===== config.mk =====
export PLATFORM = sky130hd
export DESIGN_NAME = lru_buffer_slot_manager
export DESIGN_NICKNAME = d
export VERILOG_FILES = /design/src/sv/lbsm_pkg.sv /design/src/sv/lru_buffer_slot_manager.sv
export SDC_FILE = /design/constraint.sdc
export NUM_CORES = 1
export LEC_CHECK = 0
export ABC_AREA = 1
export BUFFER_PORTS_ARGS = -buffer_cell sky130_fd_sc_hd__buf_2
export CORE_AREA = 2 2 329 331
export CTS_BUF_LIST = sky130_fd_sc_hd__clkbuf_8 sky130_fd_sc_hd__clkbuf_16
export CTS_CLUSTER_SIZE = 25
export DETAILED_ROUTE_END_ITERATION = 8
export DIE_AREA = 0 0 331 333
export MAX_ROUTING_LAYER = met4
export PLACE_DENSITY = 0.54
export SETUP_SLACK_MARGIN = 0.15
export SLEW_MARGIN = 10
export SYNTH_ARGS = -nofsm -noshare
export SYNTH_HDL_FRONTEND = slang
export SYNTH_SLANG_ARGS = --single-unit

===== constraint.sdc =====
create_clock -name clk -period 4.3 [get_ports clk]
set_input_delay 0 -clock clk [delete_from_list [all_inputs] [get_ports clk]]
set_output_delay 0 -clock clk [all_outputs]
set_load 0.005 [all_outputs]

===== src/sv/lbsm_pkg.sv =====
package lbsm_pkg;

  localparam int DEF_SLOTS    = 16;
  localparam int DEF_KEY_BITS = 32;

  // result slot field is fixed at four bits
  localparam int SLOT_W = 4;
  localparam int MODE_W = 2;

  localparam logic [MODE_W-1:0] MODE_READ  = 2'd0;
  localparam logic [MODE_W-1:0] MODE_WRITE = 2'd1;
  localparam logic [MODE_W-1:0] MODE_INVAL = 2'd2;
  localparam logic [MODE_W-1:0] MODE_NONE  = 2'd3;

endpackage


===== src/sv/lru_buffer_slot_manager.sv =====
// Fully associative tag store with least recently used replacement for SLOTS
// block slots. Each input beat carries a mode in s_tuser (read, write or
// invalidate all) and a hashed block key in s_tdata; each accepted beat gives
// exactly one result beat on the m side. A hit returns the resident slot; a
// miss takes the lowest free slot or else evicts the least recently used one
// and reports its key, and a read miss also raises need_fill. Keys and
// recency ranks live in two single-port-read synchronous memories that are
// walked one entry per cycle: a lookup pass finds the hit, the first free slot
// and the oldest slot, then an update pass rewrites the ranks. An invalidate
// or an unused mode skips both passes. One item is in work at a time, and
// the next can be accepted while the previous result still waits on m_tready.
module lru_buffer_slot_manager
  import lbsm_pkg::*;
#(
  parameter int SLOTS    = DEF_SLOTS,
  parameter int KEY_BITS = DEF_KEY_BITS,
  localparam int IN_W    = ((KEY_BITS + 7) / 8) * 8,
  localparam int OUT_W   = ((SLOT_W + 3 + KEY_BITS + 7) / 8) * 8
) (
  input  logic              clk,
  input  logic              rst,
  input  logic              s_tvalid,
  output logic              s_tready,
  input  logic [IN_W-1:0]   s_tdata,   // block_key
  input  logic [MODE_W-1:0] s_tuser,   // mode
  output logic              m_tvalid,
  input  logic              m_tready,
  output logic [OUT_W-1:0]  m_tdata    // slot, hit, need_fill, evicted, evicted_key
);

  localparam int IDX_W = $clog2(SLOTS);
  localparam int CNT_W = $clog2(SLOTS + 1);
  localparam logic [IDX_W-1:0] LAST    = IDX_W'(SLOTS - 1);
  localparam logic [CNT_W-1:0] CNT_END = CNT_W'(SLOTS);

  localparam logic [2:0] ST_IDLE = 3'd0;
  localparam logic [2:0] ST_SCAN = 3'd1;
  localparam logic [2:0] ST_DEC  = 3'd2;
  localparam logic [2:0] ST_UPD  = 3'd3;
  localparam logic [2:0] ST_FIN  = 3'd4;

  logic [2:0] state;

  // storage
  logic [KEY_BITS-1:0] tag_mem  [SLOTS];
  logic [IDX_W-1:0]    rank_mem [SLOTS];
  logic [KEY_BITS-1:0] tag_rd;
  logic [IDX_W-1:0]    rank_rd;
  logic [SLOTS-1:0]    valid;
  logic [CNT_W-1:0]    count;

  // item in work
  logic [KEY_BITS-1:0] key;
  logic                is_read;

  // walk pipeline: issue address, then check the returned entry
  logic [CNT_W-1:0] iss;
  logic             chk_v;
  logic [IDX_W-1:0] chk_idx;
  logic             rd_en;
  logic [IDX_W-1:0] rd_addr;

  // lookup findings
  logic                hit_f;
  logic [IDX_W-1:0]    hit_idx;
  logic [IDX_W-1:0]    hit_rank;
  logic                free_f;
  logic [IDX_W-1:0]    free_idx;
  logic [IDX_W-1:0]    vic_idx;
  logic [KEY_BITS-1:0] vic_key;

  // decision
  logic [IDX_W-1:0]    s_idx;
  logic                dec;
  logic [IDX_W-1:0]    ref_rank;
  logic [IDX_W-1:0]    new_rank;
  logic                r_hit;
  logic                r_fill;
  logic                r_ev;
  logic [KEY_BITS-1:0] r_evkey;

  // output register
  logic [SLOT_W-1:0]   o_slot;
  logic                o_hit;
  logic                o_fill;
  logic                o_ev;
  logic [KEY_BITS-1:0] o_evkey;

  logic             tag_we;
  logic [IDX_W-1:0] pick;
  logic             rank_we;
  logic [IDX_W-1:0] rank_wa;
  logic [IDX_W-1:0] rank_wd;
  logic             accept;

  assign s_tready = (state == ST_IDLE);
  assign accept   = s_tvalid && s_tready;
  assign m_tdata  = OUT_W'({o_evkey, o_ev, o_fill, o_hit, o_slot});

  assign rd_en   = ((state == ST_SCAN) || (state == ST_UPD)) && (iss != CNT_END);
  assign rd_addr = iss[IDX_W-1:0];

  // miss target: lowest free slot, else the oldest one
  assign pick   = free_f ? free_idx : vic_idx;
  assign tag_we = (state == ST_DEC) && !hit_f;

  always_comb begin
    rank_we = 1'b0;
    rank_wa = chk_idx;
    rank_wd = rank_rd;
    if (state == ST_UPD && chk_v) begin
      if (chk_idx == s_idx) begin
        rank_we = 1'b1;
        rank_wd = new_rank;
      end else if (valid[chk_idx] && dec && (rank_rd > ref_rank)) begin
        // slots younger than the touched one move down one place
        rank_we = 1'b1;
        rank_wd = rank_rd - 1'b1;
      end
    end
  end

  always_ff @(posedge clk) begin
    if (rd_en) begin
      tag_rd  <= tag_mem[rd_addr];
      rank_rd <= rank_mem[rd_addr];
    end
    if (tag_we) begin
      tag_mem[pick] <= key;
    end
    if (rank_we) begin
      rank_mem[rank_wa] <= rank_wd;
    end
  end

  always_ff @(posedge clk) begin
    if (rst) begin
      state    <= ST_IDLE;
      valid    <= '0;
      count    <= '0;
      iss      <= '0;
      chk_v    <= 1'b0;
      m_tvalid <= 1'b0;
    end else begin
      // the final state reloads the output register itself
      if (m_tvalid && m_tready && (state != ST_FIN)) begin
        m_tvalid <= 1'b0;
      end

      if (rd_en) begin
        iss     <= iss + 1'b1;
        chk_v   <= 1'b1;
        chk_idx <= rd_addr;
      end else begin
        chk_v <= 1'b0;
      end

      case (state)
        ST_IDLE: begin
          if (accept) begin
            key      <= s_tdata[KEY_BITS-1:0];
            is_read  <= (s_tuser == MODE_READ);
            hit_f    <= 1'b0;
            free_f   <= 1'b0;
            vic_idx  <= '0;
            vic_key  <= '0;
            s_idx    <= '0;
            r_hit    <= 1'b0;
            r_fill   <= 1'b0;
            r_ev     <= 1'b0;
            r_evkey  <= '0;
            iss      <= '0;
            if (s_tuser == MODE_READ || s_tuser == MODE_WRITE) begin
              state <= ST_SCAN;
            end else begin
              if (s_tuser == MODE_INVAL) begin
                valid <= '0;
                count <= '0;
              end
              state <= ST_FIN;
            end
          end
        end

        ST_SCAN: begin
          if (chk_v) begin
            if (valid[chk_idx] && (tag_rd == key) && !hit_f) begin
              hit_f    <= 1'b1;
              hit_idx  <= chk_idx;
              hit_rank <= rank_rd;
            end
            if (!valid[chk_idx] && !free_f) begin
              free_f   <= 1'b1;
              free_idx <= chk_idx;
            end
            if (valid[chk_idx] && (rank_rd == '0)) begin
              vic_idx <= chk_idx;
              vic_key <= tag_rd;
            end
            if (chk_idx == LAST) begin
              iss   <= '0;
              state <= ST_DEC;
            end
          end
        end

        ST_DEC: begin
          if (hit_f) begin
            s_idx    <= hit_idx;
            r_hit    <= 1'b1;
            dec      <= 1'b1;
            ref_rank <= hit_rank;
            new_rank <= IDX_W'(count - 1'b1);
          end else if (free_f) begin
            s_idx           <= free_idx;
            r_fill          <= is_read;
            dec             <= 1'b0;
            ref_rank        <= '0;
            new_rank        <= count[IDX_W-1:0];
            valid[free_idx] <= 1'b1;
            count           <= count + 1'b1;
          end else begin
            s_idx    <= vic_idx;
            r_fill   <= is_read;
            r_ev     <= 1'b1;
            r_evkey  <= vic_key;
            dec      <= 1'b1;
            ref_rank <= '0;
            new_rank <= IDX_W'(count - 1'b1);
          end
          state <= ST_UPD;
        end

        ST_UPD: begin
          if (chk_v && chk_idx == LAST) begin
            iss   <= '0;
            state <= ST_FIN;
          end
        end

        ST_FIN: begin
          if (!m_tvalid || m_tready) begin
            m_tvalid <= 1'b1;
            o_slot   <= SLOT_W'(s_idx);
            o_hit    <= r_hit;
            o_fill   <= r_fill;
            o_ev     <= r_ev;
            o_evkey  <= r_evkey;
            state    <= ST_IDLE;
          end
        end

        default: begin
          state <= ST_IDLE;
        end
      endcase
    end
  end

endmodule


==> results of run 1 <==
## synthesized netlist by cell type (4+ instances only)
master      n
o21ai_1    10
a21oi_1    27
xnor2_1    13
buf_2      30
edfxtp_1  786
inv_1     132
buf_1       9
nand4_1    43
o22ai_1   146
nand2_2     4
inv_2      12
xor2_1     14
dfxtp_1    30
nor2_1    437
buf_4       7
nor2_2     11
nand2_1   261
clkbuf_1   79
o21ai_0   304
nor3_1     16
nor2_4      4
ha_1        9
nand3_1    20
## metrics by stage
stage                     cells  instance area [sq um]  utilization (%)  hold slack [ns]
final                      4038                  37100             34.8           0.0693
after global routing       4038                  37100             34.8           0.0572
after CTS                  4036                  37100             34.8           0.0328
after detailed placement   3842                  34000             31.9            0.178
after global placement     3842                  34000             31.9            0.177
after floorplan            2436                  31800                -           0.0989
## routing by layer
layer	share of wire [%]	wire [microns]	up-vias	track usage [%]
li1	-	-	9001	-
met1	45	38200	9698	21.9
met2	45	37900	690	22.8
met3	7.5	6290	92	2.96
met4	2.2	1840	0	4.53
met5	0	0	-	-
## flip-flops by register name, indices dropped and copies added (netlist names), 5 cells and up
name	cells
key	32
rank_mem	64
tag_rd	32
o_evkey	32
vic_key	32
iss	5
valid	16
tag_mem	512
r_evkey	32
## worst max-delay path by stage
stage	startpoint	end	slack, ns	cells after the start
2_1_floorplan	state[0]	r_ev	0.33	9
3_3_place_gp	state[2]	vic_key[16]	1.29	8
3_5_place_dp	state[2]	vic_key[16]	1.30	8
4_1_cts	state[2]	vic_key[17]	1.26	8
5_1_grt	state[0]	vic_key[17]	0.99	7
6_report	state[2]	vic_key[17]	1.31	8
## power breakdown
| part | internal (mW) | switching, mW |
|---|---|---|
| registers | 9.71 | 0.437 |
| clock network | 4.03 | 3.18 |
| logic | 1.15 | 3.11 |
## final cells by class
cell class | count | share of cell area (%)
Clock inverter | 66 | 1.42
Multi-Input combinational cell | 1347 | 17.8
Inverter | 145 | 1.49
Antenna cell | 2 | 0.0135
Clock buffer | 89 | 6.00
Tap cell | 1403 | 4.73
Sequential cell | 816 | 65.2
Timing Repair Buffer | 170 | 3.38
## what timing repair did
item / CTS / global route
hold endpoints to repair: 63 / 0
hold buffers: 39 / 0
buffers inserted: 0 / 0
## cells by family (layout without fill, tap and decap cells)
kind of cell | after synthesis | in the layout | synth area share (%)
DFF | 816 | 816 | 76.2
and+or+nand+nor | 810 | 810 | 10.5
AOI/OAI and AO/OA | 500 | 500 | 8.62
buffers and inverters | 273 | 470 | 3.50
xor gates and xnor gates | 27 | 27 | 0.745
adders and majority gates | 9 | 9 | 0.355
other | 1 | 3 | 0.0118
==> results.ini, run 1 <==
[layout]
drive_gt1_share_pct = 12.4
nets = 2615
layout_commonest_cell = edfxtp_1
nFillCells = 10400
multi_input_area_sq_um = 6600
layout_common_cells = edfxtp_1, nor2_1, o21ai_0
regArea_sq_um = 24200
syn2layout_area_growth_pct = 17.0

[logic_synthesis]
synth.area.top_cells = edfxtp_1, nor2_1, o21ai_0, nand2_1, o22ai_1
ys_seq_area_share_pct = 76.2
async_flop_share_pct = 0
syn_nets = 2483
synth_area_per_cell_sq_um = 13.0
synth_area_sq_um = 31800
ys.flop_type = edfxtp_1
synth_edf_count = 786
synth.top_cell.area_share_pct = 74.3
syn-instance-count = 2436
yosys_register_bits = 816
yosys_warnings = 0
synth_cell_types = 41
yosys.area.top_type = edfxtp_1

[floorplanning]
io-pin-count = 80
die_h_microns = 333
rows = 120
die_area_sq_um = 110000
die_w_microns = 331
start_util_pct = 29.8
core_sq_um = 107000

[worst_setup_path]
critPathKind = flop to flop
cp_common_cell = inv_1
path_delay_family = simple AND/OR/NAND/NOR gates
cp.buffers_inverters = 3
critPathLaunchType = flop
cp.arrival_ns = 3.33
reg2reg_to = vic_key[17]
worstReg2RegStart = state[2]
reg2reg_slack_ns = 1.31
cpPeakStageDelay_ns = 0.71
r2r_cells = 8
path_cells = inv_1, nand2_1, nor2_1, nand3_1, o21ai_0, inv_1, a21oi_4, buf_4
crit_slowest_cell = a21oi_4
required_ns = 4.64
cp_max_fo = 27
endpoint_kind = flop

[global_route]
first_global_vias = 18900
grt_max_degree = 148
antenna_found_initial = 4
overflow = 0
grt_pass1_wl_mm = 125
track_usage_pct = 15.6

[sta]
clock.fmax_mhz = 335
fin_skew_ns = 0.0219
report.final.setup_viol = 0
hold_viol_final = 0
finalCritPeriodShare_pct = 69.5
worst_slack_ns = 1.31
finalCriticalPeriod_ns = 2.99
fin_setup_tns_ns = 0
tightestPinTransition_ns = 1.19
final_max_slew_viol_count = 0
maxSlewHeadroom_pct = 20.4
rsz0062_at_grt = false

[routing]
via_count = 19500
drtAntennaViolNets = 0
drt_iter0_drc = 2165
wirelength_mm = 84.2
via_per_inst = 4.82
wl_per_cell_microns = 20.9
drc = 0
drt_first_pass_iters = 5

[hold_path]
min_path_cells = 2
hold_end = key[18]
hold_start = s_tdata[18]
hp-class = input port to flop

[clock_tree]
postCtsResizedCells = 0
clkSinkCount = 816
path_clk_slew_ns = 0.06
cts_buffers = 88
cts_buffer_depth = 3
clock_tree.root_cell = clkbuf_16
htreeDepth = 3
clk_latency_ns = 0.66
cts_tree = yes

[power]
power.total_mw = 21.6
p_per_area_nw_per_um2 = 582
ir_drop_mv = 0.301
p_leak_nw = 12.6

[placement]
place_hpwl_mm = 50.9
io_buffers = 78
dpl_worst_slack_ns = 1.30
gp_congestion = 0.868

[run_status]
status = finished, final reports clean

[job]
cap_violations = 0

Power figures use the tool's default switching activity.
==> inputs of run 2 (changes only) <==
--- a/config.mk
+++ b/config.mk
@@ -13,7 +13,7 @@
 export DETAILED_ROUTE_END_ITERATION = 8
 export DIE_AREA = 0 0 331 333
 export MAX_ROUTING_LAYER = met4
-export PLACE_DENSITY = 0.54
+export PLACE_DENSITY = 0.52
 export SETUP_SLACK_MARGIN = 0.15
 export SLEW_MARGIN = 10
 export SYNTH_ARGS = -nofsm -noshare
==> constraint.sdc (replaced) <==
create_clock -name clk -period 3 [get_ports clk]
set_input_delay 0 -clock clk [delete_from_list [all_inputs] [get_ports clk]]
set_output_delay 0 -clock clk [all_outputs]
set_load 0.005 [all_outputs]
==> run 2 against run 1 <==
  * Sequential share of layout area is 0.69 points lower
  * Count of clock-buffer cells in the layout decreased by 2
  * Core utilization is 0.37 points higher
  * Sequential power rose by 41%
  * Final cell count up 0.54%
  * Die area is the same
  * Final area increased by 1.1%
  * Largest power group unchanged
  * Highest routed layer unchanged
==> results.ini, run 2 (synthesis results as in run 1) <==
[clock_tree]
postCtsResizedCells = 0  ; unchanged
clock_tree.root_cell = clkbuf_16
cts_buffers = 86  ; -2.3%
cts_buffer_depth = 3  ; unchanged
clk_latency_ns = 0.67  ; about the same
post-cts-setup-buffer-count = 0  ; unchanged
path_clk_slew_ns = 0.06  ; about the same
cts_tree = yes
clkSinkCount = 816  ; unchanged
htreeDepth = 3  ; unchanged

[worst_setup_path]
worstReg2RegStart = rank_rd[2]
required_ns = 3.26  ; -1.38 ns
reg2reg_slack_ns = 0.33  ; -0.98 ns
cp_max_fo = 8  ; -70%
critPathLaunchType = flop
endpoint_kind = flop
critPathKind = flop to flop
r2r_cells = 8  ; unchanged
cp.arrival_ns = 2.94  ; -0.39 ns
reg2reg_to = rank_mem[7][0]

[sta]
worst_slack_ns = 0.326  ; -0.984 ns
maxSlewHeadroom_pct = 35.2  ; +15 points
finalCriticalPeriod_ns = 2.67  ; -0.316 ns
final_max_slew_viol_count = 0  ; unchanged
rsz0062_at_grt = false
fin_skew_ns = 0.0442  ; +0.0223 ns
hold_viol_final = 0  ; unchanged
clock.fmax_mhz = 374  ; +12%
report.final.setup_viol = 0  ; unchanged
tightestPinTransition_ns = 0.972  ; -0.219 ns
finalCritPeriodShare_pct = 89.1  ; +20 points

[hold_path]
hp-class = input port to flop
hold_end = key[19]
min_path_cells = 2  ; unchanged
hold_start = s_tdata[19]

[floorplanning]
rows = 120  ; unchanged
start_util_pct = 29.8  ; unchanged
die_h_microns = 333  ; unchanged
io-pin-count = 80  ; unchanged
die_area_sq_um = 110000  ; unchanged
core_sq_um = 107000  ; unchanged
die_w_microns = 331  ; unchanged

[power]
ir_drop_mv = 0.741  ; +150%
p_per_area_nw_per_um2 = 827  ; +42%
p_leak_nw = 12.8  ; +1.2%

[routing]
wirelength_mm = 80.7  ; -4.1%
drt_first_pass_iters = 5  ; unchanged
drc = 0  ; unchanged
drtAntennaViolNets = 0  ; unchanged
drt_iter0_drc = 1604  ; -26%
wl_per_cell_microns = 19.9  ; -4.7%
via_count = 19200  ; -1.4%
via_per_inst = 4.73  ; -2.0%

[global_route]
grt_max_degree = 185  ; +25%
overflow = 0  ; unchanged
first_global_vias = 18300  ; -3.0%
grt_pass1_wl_mm = 120  ; -3.9%
antenna_found_initial = 0  ; -4
track_usage_pct = 15.0  ; -0.58 points

[layout]
syn2layout_area_growth_pct = 18.2
drive_gt1_share_pct = 13.1  ; +0.75 points
nFillCells = 10400  ; -0.19%
layout_common_cells = edfxtp_1, nor2_1, o21ai_0
layout_commonest_cell = edfxtp_1
nets = 2636  ; +0.80%
largest_reg_flops = 512  ; unchanged
regMostFlops = tag_mem
post-route-util_pct = 35.2  ; +0.37 points
reg.largest.list = tag_mem (512), rank_mem (64)
antenna_cells = 0  ; -2

[placement]
gp_congestion = 0.798  ; -8.1%
place_hpwl_mm = 45.0  ; -12%
io_buffers = 78  ; unchanged
dpl_worst_slack_ns = 0.391  ; -0.908 ns

[run_status]
status = finished, final reports clean

[job]
cap_violations = 0  ; unchanged

-- run 2: power breakdown --
group          leakage [nW]  internal (mW)  switching, mW
combinational          4.02           1.77           4.34
sequential             7.37           13.9          0.485
clock                  1.40           5.95           4.59
-- run 2: final cells by class --
type	instances	area [sq um]	area share, %
Clock buffer	87	2180	5.80
Sequential cell	816	24200	64.5
Inverter	145	554	1.48
Clock inverter	69	628	1.67
Timing Repair Buffer	193	1600	4.25
Multi-Input combinational cell	1347	6610	17.6
Tap cell	1403	1760	4.68
-- run 2: worst max path at each step --
stage | startpoint | endpoint | slack [ns] | cells past startpoint
2_1_floorplan | state[0] | r_ev | -0.03 | 9
3_3_place_gp | rank_rd[2] | rank_mem[15][3] | 0.44 | 8
3_5_place_dp | rank_rd[2] | rank_mem[15][2] | 0.39 | 8
4_1_cts | rank_rd[2] | rank_mem[7][0] | 0.34 | 8
5_1_grt | rank_rd[3] | rank_mem[5][3] | 0.16 | 8
6_report | rank_rd[2] | rank_mem[7][0] | 0.33 | 8
-- run 2: routing by layer --
metal	up-vias	global-route usage, %	wire length, microns
li1	9053	-	-
met1	9531	20.7	37400
met2	515	23.1	37800
met3	105	2.32	4140
met4	0	3.84	1470
met5	-	-	0
-- run 2: critical path: stages (launching register included) --
cell	delay (ns)
edfxtp_1	0.50
ha_1	0.33
nand2_1	0.06
o21a_1	0.18
nor2_1	0.29
o21ai_2	0.17
nand2_2	0.15
nand2_4	0.12
nor3_1	0.47
-- run 2: timing repair --
action,in CTS,in global routing
hold buffers,42,0
hold endpoints to repair,61,0
endpoints found under the setup margin,0,0
-- run 2: metrics by stage --
| stage | TNS [ns] | power (mW) | hold slack [ns] | cells | cell area (sq um) |
|---|---|---|---|---|---|
| global route | 0 | 32.5 | 0.0231 | 4060 | 37500 |
| finish | 0 | 31.0 | 0.0551 | 4060 | 37500 |
| CTS | 0 | 31.4 | 0.00834 | 4060 | 37500 |
| floorplan | -1.13 | 18.4 | 0.0989 | 2436 | 31800 |
| detailed placement | 0 | 20.7 | 0.179 | 3862 | 34300 |
| global placement | 0 | 20.7 | 0.177 | 3862 | 34300 |
==> inputs of run 3 (changes only) <==
--- a/config.mk
+++ b/config.mk
@@ -7,13 +7,15 @@
 export LEC_CHECK = 0
 export ABC_AREA = 1
 export BUFFER_PORTS_ARGS = -buffer_cell sky130_fd_sc_hd__buf_2
+export CELL_PAD_IN_SITES_DETAIL_PLACEMENT = 1
+export CELL_PAD_IN_SITES_GLOBAL_PLACEMENT = 2
 export CORE_AREA = 2 2 329 331
 export CTS_BUF_LIST = sky130_fd_sc_hd__clkbuf_8 sky130_fd_sc_hd__clkbuf_16
 export CTS_CLUSTER_SIZE = 25
 export DETAILED_ROUTE_END_ITERATION = 8
 export DIE_AREA = 0 0 331 333
 export MAX_ROUTING_LAYER = met4
-export PLACE_DENSITY = 0.52
+export PLACE_DENSITY = 0.65
 export SETUP_SLACK_MARGIN = 0.15
 export SLEW_MARGIN = 10
 export SYNTH_ARGS = -nofsm -noshare
==> run 3 against run 2 <==
  * Critical path type unchanged
  * Total power is 0.76% higher
  * Clock power hardly changed
  * Combinational power hardly changed
  * Count of clock-buffer cells in the layout is 1 higher
  * Critical path depth is 4 lower
  * Non-clock buffer count is 12 lower
  * Core utilization is 0.089 points lower
  * Worst hold slack worse by 0.016 ns
  * Die area stayed put
  * Global-route usage is 1.5 points higher
==> results.ini, run 3 (synthesis results as in run 1) <==
[sta]
worst_slack_ns = 0.265  ; -0.0613 ns
report.final.setup_viol = 0  ; unchanged
hold_viol_final = 0  ; unchanged
tightestPinTransition_ns = 1.10  ; +0.129 ns
clock.fmax_mhz = 366  ; -2.2%
finalCriticalPeriod_ns = 2.74  ; +0.0613 ns
fin_skew_ns = 0.0389  ; -0.00531 ns
final_max_slew_viol_count = 0  ; unchanged
rsz0062_at_grt = true
finalCritPeriodShare_pct = 91.2  ; +2.0 points
maxSlewHeadroom_pct = 26.2  ; -9.0 points
holdWs_ns = 0.0394  ; -0.0157 ns
fin_setup_tns_ns = 0  ; unchanged

[hold_path]
hold_end = key[24]
min_path_cells = 2  ; unchanged
hold_start = s_tdata[24]
hp-class = input port to flop

[global_route]
grt_max_degree = 214  ; +16%
track_usage_pct = 16.5  ; +1.5 points
grt_pass1_wl_mm = 132  ; +9.9%
overflow = 0  ; unchanged
first_global_vias = 20600  ; +12%
antenna_found_initial = 1  ; +1

[floorplanning]
start_util_pct = 29.8  ; unchanged
die_w_microns = 331  ; unchanged
die_h_microns = 333  ; unchanged
core_sq_um = 107000  ; unchanged
die_area_sq_um = 110000  ; unchanged
io-pin-count = 80  ; unchanged
rows = 120  ; unchanged

[power]
p_leak_nw = 12.8  ; -0.10%
pwr-share-clk_pct = 34.0  ; about the same
power.total_mw = 31.3  ; +0.76%
p_sw_mw = 9.54  ; +1.4%
p_int_mw = 21.7  ; +0.47%
p_sw_share_pct = 30.5  ; +0.20 points
ir_drop_mv = 0.639  ; -14%
p_per_area_nw_per_um2 = 835  ; +1.0%
p_seq_share_pct = 46.4  ; about the same
comb_power_share_pct = 19.6  ; about the same

[clock_tree]
clock_tree.root_cell = clkbuf_16
htreeDepth = 3  ; unchanged
clk_latency_ns = 0.68  ; about the same
post-cts-setup-buffer-count = 0  ; unchanged
cts_buffer_depth = 3  ; unchanged
clkSinkCount = 816  ; unchanged
cts_tree = yes
path_clk_slew_ns = 0.06  ; about the same
cts_buffers = 87  ; +1.2%

[placement]
place_area_sq_um = 34200  ; -0.34%
dpl_worst_slack_ns = 0.218  ; -0.173 ns
place_hpwl_mm = 51.8  ; +15%
io_buffers = 78  ; unchanged
gp_congestion = 0.782  ; -2.1%
dp.cells = 3852  ; -0.26%

[layout]
fin_area_sq_um = 37400  ; -0.25%
largest_reg_flops = 512  ; unchanged
reg.largest.list = tag_mem (512), rank_mem (64)
regMostFlops = tag_mem
drive_gt1_share_pct = 12.9  ; -0.22 points
finalNonFillerCells = 4051  ; -0.22%
post-route-util_pct = 35.1  ; -0.089 points
nets = 2625  ; -0.42%
syn2layout_area_growth_pct = 17.9
antenna_cells = 0  ; unchanged
layout_commonest_cell = edfxtp_1
layout_common_cells = edfxtp_1, nor2_1, o21ai_0

[worst_setup_path]
worstReg2RegStart = free_f
r2r_cells = 4  ; -4
required_ns = 3.31  ; +0.05 ns
critPathLaunchType = flop
cp_max_fo = 17  ; +9
reg2reg_to = tag_mem[4][16]
endpoint_kind = flop
critPathKind = flop to flop
reg2reg_slack_ns = 0.26  ; -0.06 ns
cp.arrival_ns = 3.04  ; +0.10 ns

[routing]
drt_first_pass_iters = 5  ; unchanged
wirelength_mm = 88.8  ; +9.9%
wl_per_cell_microns = 21.9  ; +10%
drc = 0  ; unchanged
via_per_inst = 4.85  ; +2.6%
drtAntennaViolNets = 0  ; unchanged
via_count = 19700  ; +2.4%
drt_iter0_drc = 1573  ; -1.9%

[run_status]
status = finished, final reports clean

[job]
cap_violations = 0  ; unchanged

run 3: changes by cell type in the layout (fill, tap and decap cells not counted), moves of 2 or more:
cell and change:
inv_1 +12, buf_4 -7, clkinv_1 -6, nand2_1 -4, nand2_2 +4, buf_12 -3
inv_16 -3, bufinv_16 +2, dlygate4sd3_1 -2, nor3_1 -2, nor3_2 +2, o21ai_0 -2
o21ai_1 +2
run 3: power groups by stage:
stage | clock network, mW | registers (mW) | logic (mW)
after floorplan | 0 | 14.5 | 3.87
after global placement | 0 | 14.7 | 5.93
after detailed placement | 0 | 14.8 | 6.13
after CTS | 10.9 | 14.5 | 6.22
after global routing | 11.3 | 14.6 | 6.84
final | 10.6 | 14.5 | 6.13
run 3: cell type report:
class / count / area, sq um
clock buffers: 88 / 2200
clock inverters: 71 / 624
fillers: 11300 / 69200
inverters: 145 / 551
multi-input cells: 1347 / 6630
flip-flops and latches: 816 / 24200
well taps: 1403 / 1760
repair buffers: 181 / 1460
run 3: what timing repair did:
action                                  in CTS  in global routing
hold buffers                                40                  0
endpoints found under the hold margin       61                  0
endpoints found under the setup margin       0                124
resized for setup                            0                  8
run 3: worst max-delay path by stage:
| stage | depth (start not counted) | startpoint | to |
|---|---|---|---|
| after global placement | 4 | free_f | tag_mem[6][16] |
| after detailed placement | 4 | free_f | tag_mem[7][16] |
| after floorplan | 9 | state[0] | r_ev |
| after CTS | 4 | free_f | tag_mem[7][15] |
| final | 4 | free_f | tag_mem[4][16] |
| after global routing | 8 | rank_rd[2] | rank_mem[13][0] |
run 3: per-layer routing:
layer	track usage, %	routed length, microns	vias up
met2	26.1	42200	403
li1	-	-	9016
met5	-	0	-
met1	22.3	41000	10100
met4	4.45	1720	0
met3	2.26	3760	119
run 3: worst max-delay path, cell delays in order (launching register included):
cell and delay, ns:
edfxtp_1 0.49, o21ai_0 0.77, nand2_1 0.51, nor2_4 0.24, buf_4 0.34
